[src/hdl/pic_pkg.sv]
// ----------------------------------------------------------------------------
// pic_pkg - shared definitions of the priority interrupt controller
// Sizes, op codes, register map and the item/result/arbiter node types.
// ----------------------------------------------------------------------------
package pic_pkg;

   // Source count and field sizes
   localparam int NUM_SOURCES = 16;
   localparam int PRIO_FIELDS = 16;
   localparam int PRI_WIDTH   = 4;
   localparam int IDX_WIDTH   = 4;
   localparam int OP_WIDTH    = 2;
   localparam int CFG_WIDTH   = PRIO_FIELDS * PRI_WIDTH;

   // Arbiter tree shape
   localparam int TREE_LEVELS = $clog2(NUM_SOURCES);
   localparam int TREE_LEAVES = 1 << TREE_LEVELS;

   // Op codes
   localparam logic [OP_WIDTH-1:0] OP_RAISE    = 2'd0;
   localparam logic [OP_WIDTH-1:0] OP_WITHDRAW = 2'd1;
   localparam logic [OP_WIDTH-1:0] OP_POLL     = 2'd2;

   // Register map: 64-bit registers at byte address 8*i
   localparam int CSR_ADDR_WIDTH = 4;
   localparam int CSR_INDEX_LSB  = 3;
   localparam int CSR_DATA_WIDTH = 64;
   localparam logic [CSR_ADDR_WIDTH-CSR_INDEX_LSB-1:0] REG_SOURCE_PRIORITIES = 1'd0;

   typedef struct packed {
      logic [OP_WIDTH-1:0]  op;
      logic [IDX_WIDTH-1:0] source;
      logic [PRI_WIDTH-1:0] mask_level;
      logic                 block_all;
   } item_type;

   typedef struct packed {
      logic                 interrupt_pending;
      logic [IDX_WIDTH-1:0] winning_source;
      logic [PRI_WIDTH-1:0] winning_priority;
   } result_type;

   typedef struct packed {
      logic                 hit;
      logic [PRI_WIDTH-1:0] pri;
      logic [IDX_WIDTH-1:0] src;
   } node_type;

endpackage

[src/hdl/pic_req_if.sv]
// ----------------------------------------------------------------------------
// pic_req_if - request channel of the priority interrupt controller
// Valid/ready channel carrying one update or poll beat.
// ----------------------------------------------------------------------------
interface pic_req_if;
   logic                           valid;
   logic                           ready;
   logic [pic_pkg::OP_WIDTH-1:0]   op;
   logic [pic_pkg::IDX_WIDTH-1:0]  source_id;
   logic [pic_pkg::PRI_WIDTH-1:0]  mask_level;
   logic                           block_all;

   modport source (output valid, op, source_id, mask_level, block_all, input ready);
   modport sink   (input valid, op, source_id, mask_level, block_all, output ready);
endinterface

[src/hdl/pic_rsp_if.sv]
// ----------------------------------------------------------------------------
// pic_rsp_if - response channel of the priority interrupt controller
// Valid/ready channel carrying one arbitration result beat.
// ----------------------------------------------------------------------------
interface pic_rsp_if;
   logic                           valid;
   logic                           ready;
   logic                           interrupt_pending;
   logic [pic_pkg::IDX_WIDTH-1:0]  winning_source;
   logic [pic_pkg::PRI_WIDTH-1:0]  winning_priority;

   modport source (output valid, interrupt_pending, winning_source, winning_priority,
                   input ready);
   modport sink   (input valid, interrupt_pending, winning_source, winning_priority,
                   output ready);
endinterface

[src/hdl/pic_csr.sv]
// ----------------------------------------------------------------------------
// pic_csr - configuration registers
// APB-style slave holding the per-source priority levels.
// ----------------------------------------------------------------------------
module pic_csr (
   input  logic                                clock,
   input  logic                                reset,
   input  logic                                csr_psel,
   input  logic                                csr_penable,
   input  logic                                csr_pwrite,
   input  logic [pic_pkg::CSR_ADDR_WIDTH-1:0]  csr_paddr,
   input  logic [pic_pkg::CSR_DATA_WIDTH-1:0]  csr_pwdata,
   output logic [pic_pkg::CSR_DATA_WIDTH-1:0]  csr_prdata,
   output logic                                csr_pready,
   output logic [pic_pkg::CFG_WIDTH-1:0]       priorities
);

   logic [pic_pkg::CSR_ADDR_WIDTH-pic_pkg::CSR_INDEX_LSB-1:0] reg_index;
   logic                                                      write_en;
   logic [pic_pkg::CFG_WIDTH-1:0]                             priorities_ff;
   logic [pic_pkg::CFG_WIDTH-1:0]                             priorities_in;

   assign reg_index  = csr_paddr[pic_pkg::CSR_ADDR_WIDTH-1:pic_pkg::CSR_INDEX_LSB];
   assign csr_pready = 1'b1;
   assign write_en   = csr_psel && csr_penable && csr_pwrite && csr_pready;

   // Take the write data in the access phase
   always_comb begin
      priorities_in = priorities_ff;
      if (write_en && reg_index == pic_pkg::REG_SOURCE_PRIORITIES) begin
         priorities_in = csr_pwdata[pic_pkg::CFG_WIDTH-1:0];
      end
   end

   always_ff @(posedge clock) begin
      if (reset) begin
         priorities_ff <= '0;
      end else begin
         priorities_ff <= priorities_in;
      end
   end

   // Read back
   always_comb begin
      case (reg_index)
         pic_pkg::REG_SOURCE_PRIORITIES: csr_prdata = priorities_ff;
         default:                        csr_prdata = '0;
      endcase
   end

   assign priorities = priorities_ff;

endmodule

[src/hdl/pic_arbiter.sv]
// ----------------------------------------------------------------------------
// pic_arbiter - pending filter and priority tree
// Masks the requests and picks the highest level, lowest source on ties.
// ----------------------------------------------------------------------------
module pic_arbiter (
   input  logic [pic_pkg::NUM_SOURCES-1:0] requests,
   input  logic [pic_pkg::CFG_WIDTH-1:0]   priorities,
   input  logic [pic_pkg::PRI_WIDTH-1:0]   mask_level,
   input  logic                            block_all,
   output pic_pkg::result_type             result
);

   pic_pkg::node_type tree [0:pic_pkg::TREE_LEVELS][0:pic_pkg::TREE_LEAVES-1];

   always_comb begin
      logic [pic_pkg::PRI_WIDTH-1:0] pri;
      pic_pkg::node_type             left;
      pic_pkg::node_type             right;
      for (int lv = 0; lv <= pic_pkg::TREE_LEVELS; lv++) begin
         for (int n = 0; n < pic_pkg::TREE_LEAVES; n++) begin
            tree[lv][n] = '0;
         end
      end

      // Leaves: a source is a candidate when requested, above the mask, not blocked
      for (int k = 0; k < pic_pkg::NUM_SOURCES; k++) begin
         pri = '0;
         if (k < pic_pkg::PRIO_FIELDS) begin
            pri = priorities[pic_pkg::PRI_WIDTH*k +: pic_pkg::PRI_WIDTH];
         end
         if (requests[k] && pri > mask_level && !block_all) begin
            tree[0][k].hit = 1'b1;
            tree[0][k].pri = pri;
            tree[0][k].src = pic_pkg::IDX_WIDTH'(k);
         end
      end

      // Pairwise merge; the left (lower numbered) side keeps ties
      for (int lv = 0; lv < pic_pkg::TREE_LEVELS; lv++) begin
         for (int n = 0; n < (pic_pkg::TREE_LEAVES >> (lv + 1)); n++) begin
            left  = tree[lv][2*n];
            right = tree[lv][2*n+1];
            if (right.hit && (!left.hit || right.pri > left.pri)) begin
               tree[lv+1][n] = right;
            end else begin
               tree[lv+1][n] = left;
            end
         end
      end
   end

   // Report zeros when nothing is pending
   always_comb begin
      result = '0;
      if (tree[pic_pkg::TREE_LEVELS][0].hit) begin
         result.interrupt_pending = 1'b1;
         result.winning_source    = tree[pic_pkg::TREE_LEVELS][0].src;
         result.winning_priority  = tree[pic_pkg::TREE_LEVELS][0].pri;
      end
   end

endmodule

[src/hdl/priority_interrupt_controller_top.sv]
// ----------------------------------------------------------------------------
// priority_interrupt_controller_top - prioritized interrupt controller
// Request bit store, one-item input stage and registered arbitration result.
// ----------------------------------------------------------------------------
// Each request beat raises or withdraws one source's request bit, or only
// polls, and returns exactly one response beat naming the highest-priority
// pending source (lowest number on ties) under the beat's mask level and
// block flag. The block takes one beat per cycle while the response side
// is not stalled: a beat is captured in the input register at the
// accepting edge, then the request-bit update and the 16-way priority tree
// settle combinationally into the response register as the beat advances,
// and the response beat is driven from that register.
// Backpressure on the response side stalls the input register. Source
// priorities come from the 64-bit register at address 0 and must be written
// only while no beat is in flight.
// ----------------------------------------------------------------------------
module priority_interrupt_controller_top (
   input  logic                                clock,
   input  logic                                reset,
   pic_req_if.sink                             req_chan,
   pic_rsp_if.source                           rsp_chan,
   input  logic                                csr_psel,
   input  logic                                csr_penable,
   input  logic                                csr_pwrite,
   input  logic [pic_pkg::CSR_ADDR_WIDTH-1:0]  csr_paddr,
   input  logic [pic_pkg::CSR_DATA_WIDTH-1:0]  csr_pwdata,
   output logic [pic_pkg::CSR_DATA_WIDTH-1:0]  csr_prdata,
   output logic                                csr_pready
);

   logic [pic_pkg::CFG_WIDTH-1:0]   priorities;
   logic                            s1_valid_ff, s1_valid_in;
   pic_pkg::item_type               s1_item_ff, s1_item_in;
   logic                            s1_advance;
   logic [pic_pkg::NUM_SOURCES-1:0] request_ff, request_in;
   logic                            rsp_valid_ff, rsp_valid_in;
   pic_pkg::result_type             rsp_ff, rsp_in;
   pic_pkg::result_type             arb_result;

   pic_csr u_csr (
      .clock       (clock),
      .reset       (reset),
      .csr_psel    (csr_psel),
      .csr_penable (csr_penable),
      .csr_pwrite  (csr_pwrite),
      .csr_paddr   (csr_paddr),
      .csr_pwdata  (csr_pwdata),
      .csr_prdata  (csr_prdata),
      .csr_pready  (csr_pready),
      .priorities  (priorities)
   );

   // Move the input beat on when the response register is free or draining
   assign s1_advance     = s1_valid_ff && (!rsp_valid_ff || rsp_chan.ready);
   assign req_chan.ready = !s1_valid_ff || s1_advance;

   // Input register
   always_comb begin
      s1_valid_in = s1_valid_ff;
      s1_item_in  = s1_item_ff;
      if (req_chan.ready) begin
         s1_valid_in           = req_chan.valid;
         s1_item_in.op         = req_chan.op;
         s1_item_in.source     = req_chan.source_id;
         s1_item_in.mask_level = req_chan.mask_level;
         s1_item_in.block_all  = req_chan.block_all;
      end
   end

   // Apply raise/withdraw of the advancing beat; other codes leave bits alone
   always_comb begin
      request_in = request_ff;
      if (s1_advance) begin
         for (int k = 0; k < pic_pkg::NUM_SOURCES; k++) begin
            if (int'(s1_item_ff.source) == k) begin
               if (s1_item_ff.op == pic_pkg::OP_RAISE) begin
                  request_in[k] = 1'b1;
               end else if (s1_item_ff.op == pic_pkg::OP_WITHDRAW) begin
                  request_in[k] = 1'b0;
               end
            end
         end
      end
   end

   // Arbitrate over the updated request bits
   pic_arbiter u_arbiter (
      .requests   (request_in),
      .priorities (priorities),
      .mask_level (s1_item_ff.mask_level),
      .block_all  (s1_item_ff.block_all),
      .result     (arb_result)
   );

   // Response register: load on advance, drop when taken
   always_comb begin
      rsp_valid_in = rsp_valid_ff;
      rsp_in       = rsp_ff;
      if (s1_advance) begin
         rsp_valid_in = 1'b1;
         rsp_in       = arb_result;
      end else if (rsp_chan.ready) begin
         rsp_valid_in = 1'b0;
      end
   end

   always_ff @(posedge clock) begin
      if (reset) begin
         s1_valid_ff  <= 1'b0;
         request_ff   <= '0;
         rsp_valid_ff <= 1'b0;
      end else begin
         s1_valid_ff  <= s1_valid_in;
         request_ff   <= request_in;
         rsp_valid_ff <= rsp_valid_in;
      end
   end

   always_ff @(posedge clock) begin
      s1_item_ff <= s1_item_in;
      rsp_ff     <= rsp_in;
   end

   assign rsp_chan.valid             = rsp_valid_ff;
   assign rsp_chan.interrupt_pending = rsp_ff.interrupt_pending;
   assign rsp_chan.winning_source    = rsp_ff.winning_source;
   assign rsp_chan.winning_priority  = rsp_ff.winning_priority;

   // A raise leaves the source's request bit set
   assert property (@(posedge clock) disable iff (reset)
      (s1_advance && s1_item_ff.op == pic_pkg::OP_RAISE)
      |=> request_ff[$past(s1_item_ff.source)])
      else $error("raised request bit not set");

   // A reported winner is always above the beat's mask level
   assert property (@(posedge clock) disable iff (reset)
      s1_advance |=> (!rsp_ff.interrupt_pending ||
                      rsp_ff.winning_priority > $past(s1_item_ff.mask_level)))
      else $error("winner not above mask level");

   // A blocked beat never reports a pending interrupt
   assert property (@(posedge clock) disable iff (reset)
      (s1_advance && s1_item_ff.block_all) |=> !rsp_ff.interrupt_pending)
      else $error("pending reported while blocked");

   // Input stalls only when both stages are full and the response is not taken
   assert property (@(posedge clock) disable iff (reset)
      !req_chan.ready |-> (s1_valid_ff && rsp_valid_ff && !rsp_chan.ready))
      else $error("input stalled without backpressure");

endmodule

[src/flat_wrapper.sv]
// flat-port wrapper written by rule: the top's interface ports become plain ports
module priority_interrupt_controller_top_flat 
  (clock, reset, csr_psel, csr_penable, csr_pwrite, csr_paddr, csr_pwdata, csr_prdata, csr_pready, req_chan_valid, req_chan_op, req_chan_source_id, req_chan_mask_level, req_chan_block_all, req_chan_ready, rsp_chan_valid, rsp_chan_interrupt_pending, rsp_chan_winning_source, rsp_chan_winning_priority, rsp_chan_ready);
  pic_req_if req_chan_i ();
  pic_rsp_if rsp_chan_i ();
  input  logic clock;
  input  logic reset;
  input  logic csr_psel;
  input  logic csr_penable;
  input  logic csr_pwrite;
  input  logic [pic_pkg::CSR_ADDR_WIDTH-1:0] csr_paddr;
  input  logic [pic_pkg::CSR_DATA_WIDTH-1:0] csr_pwdata;
  output logic [pic_pkg::CSR_DATA_WIDTH-1:0] csr_prdata;
  output logic csr_pready;
  input wire logic [$bits(req_chan_i.valid)-1:0] req_chan_valid;
  input wire logic [$bits(req_chan_i.op)-1:0] req_chan_op;
  input wire logic [$bits(req_chan_i.source_id)-1:0] req_chan_source_id;
  input wire logic [$bits(req_chan_i.mask_level)-1:0] req_chan_mask_level;
  input wire logic [$bits(req_chan_i.block_all)-1:0] req_chan_block_all;
  output wire logic [$bits(req_chan_i.ready)-1:0] req_chan_ready;
  output wire logic [$bits(rsp_chan_i.valid)-1:0] rsp_chan_valid;
  output wire logic [$bits(rsp_chan_i.interrupt_pending)-1:0] rsp_chan_interrupt_pending;
  output wire logic [$bits(rsp_chan_i.winning_source)-1:0] rsp_chan_winning_source;
  output wire logic [$bits(rsp_chan_i.winning_priority)-1:0] rsp_chan_winning_priority;
  input wire logic [$bits(rsp_chan_i.ready)-1:0] rsp_chan_ready;
  assign req_chan_i.valid = req_chan_valid;
  assign req_chan_i.op = req_chan_op;
  assign req_chan_i.source_id = req_chan_source_id;
  assign req_chan_i.mask_level = req_chan_mask_level;
  assign req_chan_i.block_all = req_chan_block_all;
  assign req_chan_ready = req_chan_i.ready;
  assign rsp_chan_valid = rsp_chan_i.valid;
  assign rsp_chan_interrupt_pending = rsp_chan_i.interrupt_pending;
  assign rsp_chan_winning_source = rsp_chan_i.winning_source;
  assign rsp_chan_winning_priority = rsp_chan_i.winning_priority;
  assign rsp_chan_i.ready = rsp_chan_ready;
  priority_interrupt_controller_top u_core (.clock(clock), .reset(reset), .req_chan(req_chan_i), .rsp_chan(rsp_chan_i), .csr_psel(csr_psel), .csr_penable(csr_penable), .csr_pwrite(csr_pwrite), .csr_paddr(csr_paddr), .csr_pwdata(csr_pwdata), .csr_prdata(csr_prdata), .csr_pready(csr_pready));
endmodule
[config.mk]
export PLATFORM = sky130hd
export DESIGN_NAME = priority_interrupt_controller_top_flat
export DESIGN_NICKNAME = d
export VERILOG_FILES = /design/src/hdl/pic_pkg.sv /design/src/hdl/pic_req_if.sv /design/src/hdl/pic_rsp_if.sv /design/src/hdl/pic_csr.sv /design/src/hdl/pic_arbiter.sv /design/src/hdl/priority_interrupt_controller_top.sv /design/src/flat_wrapper.sv
export SDC_FILE = /design/constraint.sdc
export NUM_CORES = 1
export LEC_CHECK = 0
export BUFFER_PORTS_ARGS = -buffer_cell sky130_fd_sc_hd__buf_4
export CAP_MARGIN = 10
export CORE_ASPECT_RATIO = 1.25
export CORE_UTILIZATION = 40
export DETAILED_ROUTE_END_ITERATION = 6
export SLEW_MARGIN = 20
export SYNTH_ARGS = -nofsm -noshare
export SYNTH_HDL_FRONTEND = slang
export SYNTH_HIERARCHICAL = 1
export SYNTH_SLANG_ARGS = --single-unit
[constraint.sdc]
create_clock -name clock -period 8.1 [get_ports clock]
set_clock_uncertainty 0.15 [all_clocks]
set_input_delay 0.81 -clock clock [delete_from_list [all_inputs] [get_ports clock]]
set_output_delay 0.81 -clock clock [all_outputs]
set_load 0.005 [all_outputs]
==> metrics.md <==
| Metric | Value |
|---|---|
| Count leader, synth | nand2b_1 |
| Violated checks | design-rule violations |
| Largest family of logic cells by synthesized area | simple AND/OR/NAND/NOR gates |
| Compound-gate portion of the synthesized area | 12.62% |
| Hold path start | u_core/request_ff[9] |
| Lkg Pwr | 4.808 nW |
| Post-DP HPWL | 17,000 um |
| Overflow after GRT | 0 |
| Total Wirelength | 22,950 um |
| Fin cells | 1,482 |
| Seq/Total Area, Yosys | 24.01% |
| DR vias/cell | 5.225 |
| Synth top cells by count | nand2b_1 (149), ha_1 (124), mux2i_1 (117) |
| Crit path top cell by count | a21oi_1 |
| Worst Hold Class | flip-flop to flip-flop |
| Main flop type after synthesis | dfxtp_1 |
| Synth Area in Adders | 16.62% |
| Synth area leaders | dfxtp_1 (18%), ha_1 (17%), mux2i_1 (13%), nand2b_1 (10%), edfxtp_1 (6.4%) |
| 1st-pass router iterations | 7 |
| Post-route ant nets | 0 |
| Syn Area/Cell | 8.979 um^2 |
| Setup Buffers After CTS | 0 |
| Launch point of the worst reg-to-reg path | u_core/s1_item_ff[7] |
| Vias after detailed routing | 7,743 |
| FILL cells | 2,253 |
| Die W | 138.7 um |
| Worst setup EP type | flip-flop |
| Peak Freq | 132.5 MHz |
| Final Power | 1.158 mW |
| Clk sinks | 102 |
| Hold Slack | 0.3263 ns |
| Post-Place Cell Area | 0.01076 mm^2 |
| Die area | 0.02396 mm^2 |
| Synthesized flop and latch total | 102 |
| GP Congestion | 0.8417 |
| CTS tree | yes |
| Share of layout cells above drive strength 1 | 21.27% |
| CP Class | input port to flip-flop |
| Largest net degree at the start of global routing | 78 |
| Crit path time final | 7.545 ns |
| Root Buffer | clkbuf_16 |
| Final worst slack | 0.5547 ns |
| Post-route design area | 0.01115 mm^2 |
| Die H | 172.8 um |
| Final period util | 93.15% |
| Mapped Cells | 1,040 |
| CP max-delay cell | ha_1 |
| Area delta synth->final | 19.38% |
| CTS Buf Count | 9 |
| Fin nets | 1,399 |
| Worst path max stage delay | 0.31 ns |
| Cell area after synthesis | 0.009338 mm^2 |
| EDFF count, synth | 20 |
| Share of the synthesized area in the top cell type | 17.58% |
| Site Rows | 62 |
| N_diodes | 0 |
| Top Ports | 162 |
| Placed Cells | 1,466 |
| Post-synthesis xor/xnor area fraction | 0% |
| CP arrival | 7.50 ns |
| Net count after synthesis | 1,250 |
| Synth Warn # | 6 |
| Initial antenna violation count | 0 |
| Worst-Skew Late Latency | 0.36 ns |
| Synth area leader | dfxtp_1 |
| H-tree levels | 3 |
| Normalized max-slew margin | 53.39% |
| Starting Density | 40.67% |
| Crit path launch type | input port |
| Fraction of synthesized area in multiplexers | 13.83% |
| GRT Overall Usage | 18.96% |
| Pins Over Slew Limit | 0 |
| Cell Pwr Density | 103.9 mW/mm^2 |
| Post-Place Setup Slack | 0.001378 ns |
| Setup violations, final | 0 |
| Post-Synth Simple-Gate Area | 26.80% |
| First-pass GRT wire length | 36,690 um |
| Crit. Startpoint | rsp_chan_ready |
| Final Hold Violating Endpoints | 0 |
| Worst-Margin Slew | 0.6991 ns |
| Critical path data required time | 8.06 ns |
| Flop-to-flop setup slack | 0.61 ns |
| DRC violations left | 12 |
| Worst-path clk slew | 0.07 ns |
| Status | finished, violations left |
| Core region area | 0.02296 mm^2 |
| Vias in the first global route | 7,370 |
| Max cap viols | 0 |
| Post-synthesis cell type count | 53 |
| Ys async rst share | 0% |
| Clk buf depth | 2 |
| Avg WL per Cell | 15.49 um |
| Peak VDD IR | 0.08314 mV |
| Initial DRC Count | 341 |
| Critical path peak fanout | 17 |
| Port Buffer Count | 157 |
[worst paths after layout]
check | end | cells after the start
max | u_core/rsp_chan.winning_priority[3] | 39
min | u_core/request_ff[9] | 2
max reg2reg | u_core/rsp_chan.winning_priority[3] | 37
min reg2reg | u_core/request_ff[9] | 2
[placed cells by master (no fill, tap or decap), drive strengths merged, types with 2 or more instances in the layout]
master,instances
dfxtp,82
a22o,24
nand2,46
and2b,3
buf,179
a22oi,8
a21o,9
ha,124
and4,8
o21a,9
nand4,35
mux2,10
a2bb2oi,6
nor2,20
nand3b,15
edfxtp,20
o22ai,3
nand2b,149
and2,25
nor4,2
a41o,3
o211ai,22
clkinv,5
inv,73
a21oi,67
nand3,2
o21ai,12
clkbuf,10
mux2i,117
nor2b,96
[per-stage QoR]
stage	utilization, %	TNS, ns
after floorplan	-	0
after detailed placement	46.88	0
after global routing	48.55	-0.1195
after global placement	46.88	0
after CTS	48.19	0
final	48.55	0
[sequential cells by signal, indices dropped and copies added (netlist names)]
register and flops:
u_core/rsp_chan.winning_source 4, u_core/rsp_chan.valid 1, u_core/s1_item_ff 11, u_core/rsp_chan.interrupt_pending 1, u_core/request_ff 16, u_core/u_csr/priorities 64
u_core/s1_valid_ff 1, u_core/rsp_chan.winning_priority 4
[routing by layer]
metal  track usage (%)  vias to the layer above  routed length [um]
li1                  -                     3967                   -
met1             24.42                     3621               10810
met2             33.21                      134               11130
met3             1.579                       21                 651
met4             6.528                        0                 361
met5                 0                        -                   0
[what timing repair did]
action,4_1_cts,5_1_grt
hold buffers,0,0
resized for setup,0,21
endpoints found under the setup margin,0,8
[worst max-delay path, delay by kind of cell]
family / cells / cell delay, ns
AO/OA/AOI/OAI: 17 / 2.94
adder cells (fa/ha/maj): 4 / 1.12
buffers and inverters: 4 / 0.40
multiplexers: 3 / 0.77
AND/OR/NAND/NOR: 11 / 1.43
[power breakdown]
group	internal (mW)	total (mW)	leakage, nW	switching [mW]
combinational	0.0815	0.156	3.79	0.0746
sequential	0.529	0.546	0.871	0.0166
clock	0.248	0.456	0.150	0.208
[area by class of cell]
cell class / instances / area, um^2 / share of cell area [%]
clock inverter: 6 / 61.31 / 0.5500
inverter: 73 / 274.0 / 2.458
sequential: 102 / 2242 / 20.11
tap: 288 / 360.3 / 3.233
timing repair buffer: 179 / 1356 / 12.17
clock buffer: 10 / 239.0 / 2.144
multi-input combinational: 824 / 6614 / 59.33
[kinds of logic (layout without fill, tap and decap cells)]
family / Yosys count / in the layout
AND/OR/NAND/NOR: 405 / 405
flip-flops: 102 / 102
AO/OA/AOI/OAI: 167 / 167
adder cells (fa/ha/maj): 124 / 124
buffers and inverters: 114 / 268
multiplexers: 127 / 127
other: 1 / 1
No activity file was read; power rests on OpenSTA's default activity.
